### src/rtl/kvt_pkg.sv
// Shared constants, types and helpers of the key/value table.
package kvt_pkg;

   // Number of slots in the table
   localparam int ENTRIES = 16;

   // Slot index and pair count widths
   localparam int IDX_W = (ENTRIES > 1) ? $clog2(ENTRIES) : 1;
   localparam int CNT_W = $clog2(ENTRIES + 1);

   // Field widths fixed by the request format
   localparam int ACT_W = 2;
   localparam int DATA_W = 32;
   localparam int OUT_CNT_W = 5;

   // Request action codes
   localparam logic [ACT_W-1:0] ACT_INSERT = 2'd0;
   localparam logic [ACT_W-1:0] ACT_LOOKUP = 2'd1;
   localparam logic [ACT_W-1:0] ACT_REMOVE = 2'd2;

   // Write port of the slot store
   typedef struct packed {
      logic                     we_key;
      logic                     we_value;
      logic [IDX_W-1:0]         addr;
      logic signed [DATA_W-1:0] key;
      logic signed [DATA_W-1:0] value;
   } wr_type;

   // One finished result, before the output register
   typedef struct packed {
      logic                     strobe;
      logic signed [DATA_W-1:0] value_out;
      logic                     found;
      logic                     table_full;
      logic [OUT_CNT_W-1:0]     entry_count;
      logic                     is_empty;
   } rsp_type;

   // Low bits of the pair count as reported on the result
   function automatic logic [OUT_CNT_W-1:0] count_out(input logic [CNT_W-1:0] cnt);
      logic [CNT_W+OUT_CNT_W-1:0] wide;
      wide = {{OUT_CNT_W{1'b0}}, cnt};
      return wide[OUT_CNT_W-1:0];
   endfunction

endpackage

### src/rtl/kvt_store.sv
// Key and value memories: one write port, one synchronous read port each.
module kvt_store (
   input  logic                               clock,
   input  kvt_pkg::wr_type                    wr,
   input  logic [kvt_pkg::IDX_W-1:0]          rd_addr,
   output logic signed [kvt_pkg::DATA_W-1:0]  rd_key,
   output logic signed [kvt_pkg::DATA_W-1:0]  rd_value
);

   logic signed [kvt_pkg::DATA_W-1:0] key_mem [kvt_pkg::ENTRIES];
   logic signed [kvt_pkg::DATA_W-1:0] val_mem [kvt_pkg::ENTRIES];
   logic signed [kvt_pkg::DATA_W-1:0] rd_key_ff;
   logic signed [kvt_pkg::DATA_W-1:0] rd_value_ff;

   // Write port
   always_ff @(posedge clock) begin
      if (wr.we_key) begin
         key_mem[wr.addr] <= wr.key;
      end
      if (wr.we_value) begin
         val_mem[wr.addr] <= wr.value;
      end
   end

   // Registered read
   always_ff @(posedge clock) begin
      rd_key_ff   <= key_mem[rd_addr];
      rd_value_ff <= val_mem[rd_addr];
   end

   assign rd_key   = rd_key_ff;
   assign rd_value = rd_value_ff;

endmodule

### src/rtl/kvt_seq.sv
// Request sequencer: slot scan, compare, valid bits, pair count and write-back.
module kvt_seq (
   input  logic                               clock,
   input  logic                               reset,
   input  logic                               start,
   input  logic [kvt_pkg::ACT_W-1:0]          action,
   input  logic signed [kvt_pkg::DATA_W-1:0]  key,
   input  logic signed [kvt_pkg::DATA_W-1:0]  value,
   output logic                               busy,
   output logic [kvt_pkg::IDX_W-1:0]          rd_addr,
   input  logic signed [kvt_pkg::DATA_W-1:0]  rd_key,
   input  logic signed [kvt_pkg::DATA_W-1:0]  rd_value,
   output kvt_pkg::wr_type                    wr,
   output kvt_pkg::rsp_type                   rsp
);

   localparam logic [1:0] ST_IDLE  = 2'd0;
   localparam logic [1:0] ST_SCAN  = 2'd1;
   localparam logic [1:0] ST_DRAIN = 2'd2;
   localparam logic [1:0] ST_WRITE = 2'd3;

   localparam logic [kvt_pkg::IDX_W-1:0] LAST_IDX = kvt_pkg::IDX_W'(kvt_pkg::ENTRIES - 1);

   logic [1:0]                        state_ff, state_in;
   logic [kvt_pkg::IDX_W-1:0]         idx_ff, idx_in;
   logic [kvt_pkg::IDX_W-1:0]         cmp_idx_ff, cmp_idx_in;
   logic                              cmp_ok_ff, cmp_ok_in;
   logic [kvt_pkg::ACT_W-1:0]         action_ff, action_in;
   logic signed [kvt_pkg::DATA_W-1:0] key_ff, key_in;
   logic signed [kvt_pkg::DATA_W-1:0] value_ff, value_in;
   logic                              hit_ff, hit_in;
   logic [kvt_pkg::IDX_W-1:0]         hit_idx_ff, hit_idx_in;
   logic signed [kvt_pkg::DATA_W-1:0] hit_val_ff, hit_val_in;
   logic                              free_ok_ff, free_ok_in;
   logic [kvt_pkg::IDX_W-1:0]         free_idx_ff, free_idx_in;
   logic [kvt_pkg::ENTRIES-1:0]       valid_ff, valid_in;
   logic [kvt_pkg::CNT_W-1:0]         cnt_ff, cnt_in;

   assign busy    = (state_ff != ST_IDLE);
   assign rd_addr = idx_ff;

   // Next-state and datapath logic
   always_comb begin
      state_in    = state_ff;
      idx_in      = idx_ff;
      cmp_idx_in  = cmp_idx_ff;
      cmp_ok_in   = 1'b0;
      action_in   = action_ff;
      key_in      = key_ff;
      value_in    = value_ff;
      hit_in      = hit_ff;
      hit_idx_in  = hit_idx_ff;
      hit_val_in  = hit_val_ff;
      free_ok_in  = free_ok_ff;
      free_idx_in = free_idx_ff;
      valid_in    = valid_ff;
      cnt_in      = cnt_ff;
      wr          = '0;
      rsp         = '0;

      // Compare the slot whose data came back this cycle
      if (cmp_ok_ff) begin
         if (valid_ff[cmp_idx_ff]) begin
            if (!hit_ff && rd_key == key_ff) begin
               hit_in     = 1'b1;
               hit_idx_in = cmp_idx_ff;
               hit_val_in = rd_value;
            end
         end else if (!free_ok_ff) begin
            free_ok_in  = 1'b1;
            free_idx_in = cmp_idx_ff;
         end
      end

      unique case (state_ff)
         ST_IDLE: begin
            if (start) begin
               action_in  = action;
               key_in     = key;
               value_in   = value;
               hit_in     = 1'b0;
               free_ok_in = 1'b0;
               idx_in     = '0;
               state_in   = ST_SCAN;
            end
         end
         ST_SCAN: begin
            cmp_ok_in  = 1'b1;
            cmp_idx_in = idx_ff;
            if (idx_ff == LAST_IDX) begin
               state_in = ST_DRAIN;
            end else begin
               idx_in = idx_ff + 1'b1;
            end
         end
         ST_DRAIN: begin
            state_in = ST_WRITE;
         end
         ST_WRITE: begin
            wr.key   = key_ff;
            wr.value = value_ff;
            unique case (action_ff)
               kvt_pkg::ACT_INSERT: begin
                  if (hit_ff) begin
                     wr.we_value   = 1'b1;
                     wr.addr       = hit_idx_ff;
                     rsp.found     = 1'b1;
                     rsp.value_out = hit_val_ff;
                  end else if (free_ok_ff) begin
                     wr.we_key             = 1'b1;
                     wr.we_value           = 1'b1;
                     wr.addr               = free_idx_ff;
                     valid_in[free_idx_ff] = 1'b1;
                     cnt_in                = cnt_ff + 1'b1;
                  end else begin
                     rsp.table_full = 1'b1;
                  end
               end
               kvt_pkg::ACT_LOOKUP: begin
                  if (hit_ff) begin
                     rsp.found     = 1'b1;
                     rsp.value_out = hit_val_ff;
                  end
               end
               kvt_pkg::ACT_REMOVE: begin
                  if (hit_ff) begin
                     rsp.found            = 1'b1;
                     rsp.value_out        = hit_val_ff;
                     valid_in[hit_idx_ff] = 1'b0;
                     if (cnt_ff != '0) begin
                        cnt_in = cnt_ff - 1'b1;
                     end
                  end
               end
               default: begin
                  // unused action leaves the table alone
               end
            endcase
            rsp.strobe      = 1'b1;
            rsp.entry_count = kvt_pkg::count_out(cnt_in);
            rsp.is_empty    = (cnt_in == '0);
            state_in        = ST_IDLE;
         end
         default: begin
            state_in = ST_IDLE;
         end
      endcase
   end

   // Control state
   always_ff @(posedge clock) begin
      if (reset) begin
         state_ff  <= ST_IDLE;
         cmp_ok_ff <= 1'b0;
         valid_ff  <= '0;
         cnt_ff    <= '0;
      end else begin
         state_ff  <= state_in;
         cmp_ok_ff <= cmp_ok_in;
         valid_ff  <= valid_in;
         cnt_ff    <= cnt_in;
      end
   end

   // Request and scan payload
   always_ff @(posedge clock) begin
      idx_ff      <= idx_in;
      cmp_idx_ff  <= cmp_idx_in;
      action_ff   <= action_in;
      key_ff      <= key_in;
      value_ff    <= value_in;
      hit_ff      <= hit_in;
      hit_idx_ff  <= hit_idx_in;
      hit_val_ff  <= hit_val_in;
      free_ok_ff  <= free_ok_in;
      free_idx_ff <= free_idx_in;
   end

endmodule

### src/rtl/key_value_table_unit.sv
// Top level of the key/value table: sequencer, slot store and result register.
//
// A request (action, key, value) is taken at a rising edge where start is high
// and busy is low. Actions: insert or update, lookup, remove; other codes only
// report the table. Each request gives exactly one result, shown on the rsp_
// ports for one cycle with rsp_strobe high; the receiver cannot stall it.
// The scan reads one slot per cycle through the single read port of the
// key/value memories; a drain state waits for the last read data, then a
// write-back state updates the table and the result is registered. A new
// request is taken only once busy is low again after the last write-back.
// Keys and values sit in synchronous memories; valid bits and the pair count
// are flip-flops. Reset clears the valid bits, the pair count and the
// sequencer, so the table is empty and ready as soon as reset is released;
// the memory contents are not cleared and are never used while invalid.
module key_value_table_unit (
   input  logic                                    clock,
   input  logic                                    reset,
   input  logic                                    start,
   output logic                                    busy,
   input  logic [kvt_pkg::ACT_W-1:0]               req_action,
   input  logic signed [kvt_pkg::DATA_W-1:0]       req_key,
   input  logic signed [kvt_pkg::DATA_W-1:0]       req_value,
   output logic                                    rsp_strobe,
   output logic signed [kvt_pkg::DATA_W-1:0]       rsp_value_out,
   output logic                                    rsp_found,
   output logic                                    rsp_table_full,
   output logic [kvt_pkg::OUT_CNT_W-1:0]           rsp_entry_count,
   output logic                                    rsp_is_empty
);

   kvt_pkg::wr_type                   wr;
   kvt_pkg::rsp_type                  rsp_in;
   kvt_pkg::rsp_type                  rsp_ff;
   logic [kvt_pkg::IDX_W-1:0]         rd_addr;
   logic signed [kvt_pkg::DATA_W-1:0] rd_key;
   logic signed [kvt_pkg::DATA_W-1:0] rd_value;

   kvt_seq u_seq (
      .clock    (clock),
      .reset    (reset),
      .start    (start),
      .action   (req_action),
      .key      (req_key),
      .value    (req_value),
      .busy     (busy),
      .rd_addr  (rd_addr),
      .rd_key   (rd_key),
      .rd_value (rd_value),
      .wr       (wr),
      .rsp      (rsp_in)
   );

   kvt_store u_store (
      .clock    (clock),
      .wr       (wr),
      .rd_addr  (rd_addr),
      .rd_key   (rd_key),
      .rd_value (rd_value)
   );

   // Result register; only the strobe needs reset
   always_ff @(posedge clock) begin
      if (reset) begin
         rsp_ff.strobe <= 1'b0;
      end else begin
         rsp_ff.strobe <= rsp_in.strobe;
      end
      rsp_ff.value_out   <= rsp_in.value_out;
      rsp_ff.found       <= rsp_in.found;
      rsp_ff.table_full  <= rsp_in.table_full;
      rsp_ff.entry_count <= rsp_in.entry_count;
      rsp_ff.is_empty    <= rsp_in.is_empty;
   end

   assign rsp_strobe      = rsp_ff.strobe;
   assign rsp_value_out   = rsp_ff.value_out;
   assign rsp_found       = rsp_ff.found;
   assign rsp_table_full  = rsp_ff.table_full;
   assign rsp_entry_count = rsp_ff.entry_count;
   assign rsp_is_empty    = rsp_ff.is_empty;

   // An accepted request keeps the block busy in the next cycle
   a_start_busy: assert property (@(posedge clock) disable iff (reset)
      (start && !busy) |=> busy)
      else $error("request accepted but block not busy");

   // A result is shown only after the sequencer has gone idle
   a_strobe_idle: assert property (@(posedge clock) disable iff (reset)
      rsp_strobe |-> !busy)
      else $error("result shown while a request is in work");

   // A refused insert reports no hit and no value
   a_full_clean: assert property (@(posedge clock) disable iff (reset)
      (rsp_strobe && rsp_table_full) |-> (!rsp_found && rsp_value_out == '0))
      else $error("refused insert reports a hit");

   // No result is produced without a request in work just before it
   a_strobe_source: assert property (@(posedge clock) disable iff (reset)
      rsp_strobe |-> $past(busy))
      else $error("result without a request in work");

endmodule
### config.mk
export PLATFORM = sky130hd
export DESIGN_NAME = key_value_table_unit
export DESIGN_NICKNAME = d
export VERILOG_FILES = /design/src/rtl/kvt_pkg.sv /design/src/rtl/kvt_store.sv /design/src/rtl/kvt_seq.sv /design/src/rtl/key_value_table_unit.sv
export SDC_FILE = /design/constraint.sdc
export NUM_CORES = 1
export LEC_CHECK = 0
export ABC_AREA = 1
export ABC_CLOCK_PERIOD_IN_PS = 4400
export BUFFER_PORTS_ARGS = -buffer_cell sky130_fd_sc_hd__buf_2
export CAP_MARGIN = 10
export CORE_MARGIN = 5
export CORE_UTILIZATION = 41
export DETAILED_ROUTE_END_ITERATION = 8
export PLACE_DENSITY = 0.66
export SLEW_MARGIN = 0
export SYNTH_ARGS = -nofsm -noshare
export SYNTH_HDL_FRONTEND = slang
export SYNTH_HIERARCHICAL = 1
export SYNTH_SLANG_ARGS = --single-unit
### constraint.sdc
create_clock -name clock -period 4.4 [get_ports clock]
set_clock_uncertainty 0.15 [all_clocks]
set_input_delay 1.32 -clock clock [delete_from_list [all_inputs] [get_ports clock]]
set_output_delay 1.32 -clock clock [all_outputs]
set_load 0.01 [all_outputs]
==> results.sh <==
export IMPL_start_util_pct=41.3
export IMPL_fin_tns_setup_ns=0
export IMPL_cts_tree="yes"
export IMPL_slew_violations=0
export IMPL_dr_first_iter_drc_count=3086
export IMPL_total_power_uw=34400
export IMPL_die_area_um2=136000
export IMPL_antenna_left=0
export IMPL_synth_xor_area_share_pct=0.249
export IMPL_synthesis_instances=5032
export IMPL_place_gp_congestion=0.843
export IMPL_synthAdderAreaFrac_pct=0.189
export IMPL_finalCriticalPeriod_ns=3.26
export IMPL_synthArstFlopShare_pct=0
export IMPL_p_per_area_nw_per_um2=580
export IMPL_synth_main_ff_cell="edfxtp_1"
export IMPL_crit_path_end_kind="output pin"
export IMPL_syn_area_um2=52800
export IMPL_num_antenna_cells=0
export IMPL_crit_path_max_fanout=4
export IMPL_cts_setup_buffers=0
export IMPL_synthMuxAreaShare_pct=0
export IMPL_critPathKind="reg2out"
export IMPL_port_buffer_count=110
export IMPL_synth_edff_count=1138
export IMPL_dieWidth_um=369
export IMPL_nFillCells=11401
export IMPL_critPathLaunchType="register"
export IMPL_min_path_type="reg2reg"
export IMPL_leakage_uw=0.0256
export IMPL_max_cap_viol_count=0
export IMPL_max_freq_mhz=307
export IMPL_timing_max_slew_rel_slack_pct=22.8
export IMPL_dr_pass1_iters=6
export IMPL_cts_htree_levels=4
export IMPL_synth_compound_area_share_pct=0.741
export IMPL_drive_gt1_share_pct=7.93
export IMPL_io_pins=111
export IMPL_synthesis_nets=5109
export IMPL_fin_nets=5190
export IMPL_synthSimpleGateAreaFrac_pct=19.8
export IMPL_drc=0
export IMPL_tightest_slew_ns=1.16
export IMPL_die_h_um=369
export IMPL_status="completed"
export IMPL_hold_viol=0
export IMPL_vias_per_cell=4.92
export IMPL_grt_max_degree=175
export IMPL_ctsResizeCount=0
export IMPL_ctsHoldBuffers=0
export IMPL_antenna_found_initial=3
export IMPL_num_vias=33860
export IMPL_synthDistinctLibCells=31
export IMPL_max_clock_path_buffers=3
export IMPL_clk_pin_slew_worst_paths_ns=0.06
export IMPL_synth_top_family_by_area="simple AND/OR/NAND/NOR gates"
export IMPL_dp_hpwl_mm=67.2
export IMPL_drt_total_wl_mm=124
export IMPL_grt_pass1_wl_mm=192
export IMPL_yosys_register_bits=1269
export IMPL_yosys_warnings=6
export IMPL_clock_latency_ns=0.75
export IMPL_arrival_ns=1.79
export IMPL_grt_pass1_vias=32576
export IMPL_drt_wirelength_per_cell_um=18.0
export IMPL_area_growth_pct=12.2
export IMPL_setup_viol=0
export IMPL_clock_sinks=1269
export IMPL_cts_root_buf="clkbuf_16"
export IMPL_syn_avg_cell_area_um2=10.5
export IMPL_yosysSeqAreaShare_pct=69.6
export IMPL_post_route_period_util_pct=74.0
export IMPL_grt_total_usage_pct=18.1
export IMPL_rows=131
export IMPL_rsz0062_at_grt="no"
export IMPL_max_vdd_ir_drop_v=0.000779
export IMPL_cp_data_required_time_ns=2.93
export IMPL_core_um2=128000
export IMPL_gr_total_overflow=0
export IMPL_cts_made_buffers=132
registers in the layout, summed over array words and instances, names as in the netlist, 2 cells and up:
register           cells
rsp_entry_count        5
rsp_value_out         32
u_seq/action_ff        2
u_seq/cmp_idx_ff       4
u_seq/cnt_ff           5
u_seq/free_idx_ff      4
u_seq/hit_idx_ff       4
u_seq/hit_val_ff      32
u_seq/key_ff          32
u_seq/rd_addr          4
u_seq/state_ff         2
u_seq/valid_ff        16
u_seq/value_ff        32
u_store/key_mem      512
u_store/rd_key        32
u_store/rd_value      32
u_store/val_mem      512
routing by layer:
layer  wire length [um]  part of all wire, %  track usage [%]
met3               8950                  7.2             3.43
met5                  0                    0                0
met1              52000                   42             24.2
met4               3770                  3.0             6.31
met2              59400                   48             29.7
final timing paths:
check | from | to | slack, ns | cells past startpoint
setup reg to reg | u_seq/action_ff[1]$_DFFE_PP_ | u_store/val_mem[5][2]$_DFFE_PP_ | 1.22 | 6
setup / recovery | u_seq/state_ff[0]$_SDFFE_PP0P_ | busy | 1.14 | 4
hold / removal | u_store/rd_value[29]$_DFF_P_ | u_seq/hit_val_ff[29]$_DFFE_PP_ | 0.25 | 0
hold reg to reg | u_store/rd_value[29]$_DFF_P_ | u_seq/hit_val_ff[29]$_DFFE_PP_ | 0.25 | 0
synth_stat cells, types with 4 or more instances:
cell	instances	share of area (%)
buf_2	111	1.1
nand2_1	1534	11
buf_6	43	0.92
nor2_1	112	0.80
edfxtp_1	1138	65
nand3_1	800	7.6
ha_1	8	0.19
a211oi_1	5	0.071
inv_1	948	6.7
xnor2_1	11	0.18
o21ai_0	14	0.13
clkbuf_1	36	0.26
nor2_2	4	0.047
xor2_1	4	0.066
a21oi_1	37	0.35
nand4_1	4	0.047
buf_4	21	0.30
buf_1	19	0.13
a22oi_1	4	0.057
dfxtp_1	131	5.0
nor3_1	27	0.26
per-stage QoR:
step                      area, um2  instances  setup WS, ns  hold WS [ns]  utilization [%]
after detailed placement      55000       6641          1.22         0.239             43.0
after global placement        55000       6641          1.26         0.236             43.0
after CTS                     59300       6880          1.06         0.251             46.4
after global routing          59300       6880         0.969         0.256             46.4
final                         59300       6880          1.14         0.248             46.4
after floorplan               52800       5032         0.109         0.236                -
worst max-delay path: stages (launching register included):
cell and delay (ns):
dfxtp_1 0.40, inv_1 0.12, ha_1 0.25, inv_1 0.13, buf_2 0.16
power breakdown:
group / internal, uW / total, uW / switching, uW
clock: 6400 / 10900 / 4550
sequential: 14000 / 14300 / 321
combinational: 2520 / 9110 / 6580
total: 22900 / 34400 / 11500
kinds of logic (layout without fill, tap and decap cells):
group,Yosys count,in the layout
xor+xnor,15,15
compound gates,70,70
simple gates,2488,2488
flops,1269,1269
fa+ha+maj,8,8
buf+inv,1182,1368
cell usage in the layout (no fill, tap or decap), types with 3 or more instances in the layout:
cell type      n
clkbuf_1      34
clkinvlp_4     3
inv_1        946
nor2_1        89
clkinv_2      14
dfxtp_1      131
a22oi_1        4
clkinv_1      19
ha_1           7
buf_12        15
nor2_4        24
nand4_1        4
buf_4         52
clkbuf_8      10
o211ai_1       3
edfxtp_1    1138
nand3_1      799
nor3_4         3
clkbuf_16    136
buf_2        110
o22ai_1        3
xor2_1         4
o21ai_0       14
bufinv_16      9
nor2_2         4
nor3_1        17
a21oi_1       37
a211oi_1       5
nand2_1     1534
nor3_2        10
clkinv_4       3
inv_6          8
clkinv_8       3
xnor2_1       11
layout make-up:
cell class | instances | area [um2] | area share, %
flip-flops and latches | 1269 | 36800 | 62.1
inverters | 952 | 3610 | 6.08
clock buffers | 180 | 3670 | 6.19
multi-input cells | 2581 | 11300 | 19.1
well taps | 1662 | 2080 | 3.51
clock inverters | 59 | 591 | 0.996
repair buffers | 177 | 1240 | 2.09
Power figures use the tool's default switching activity.
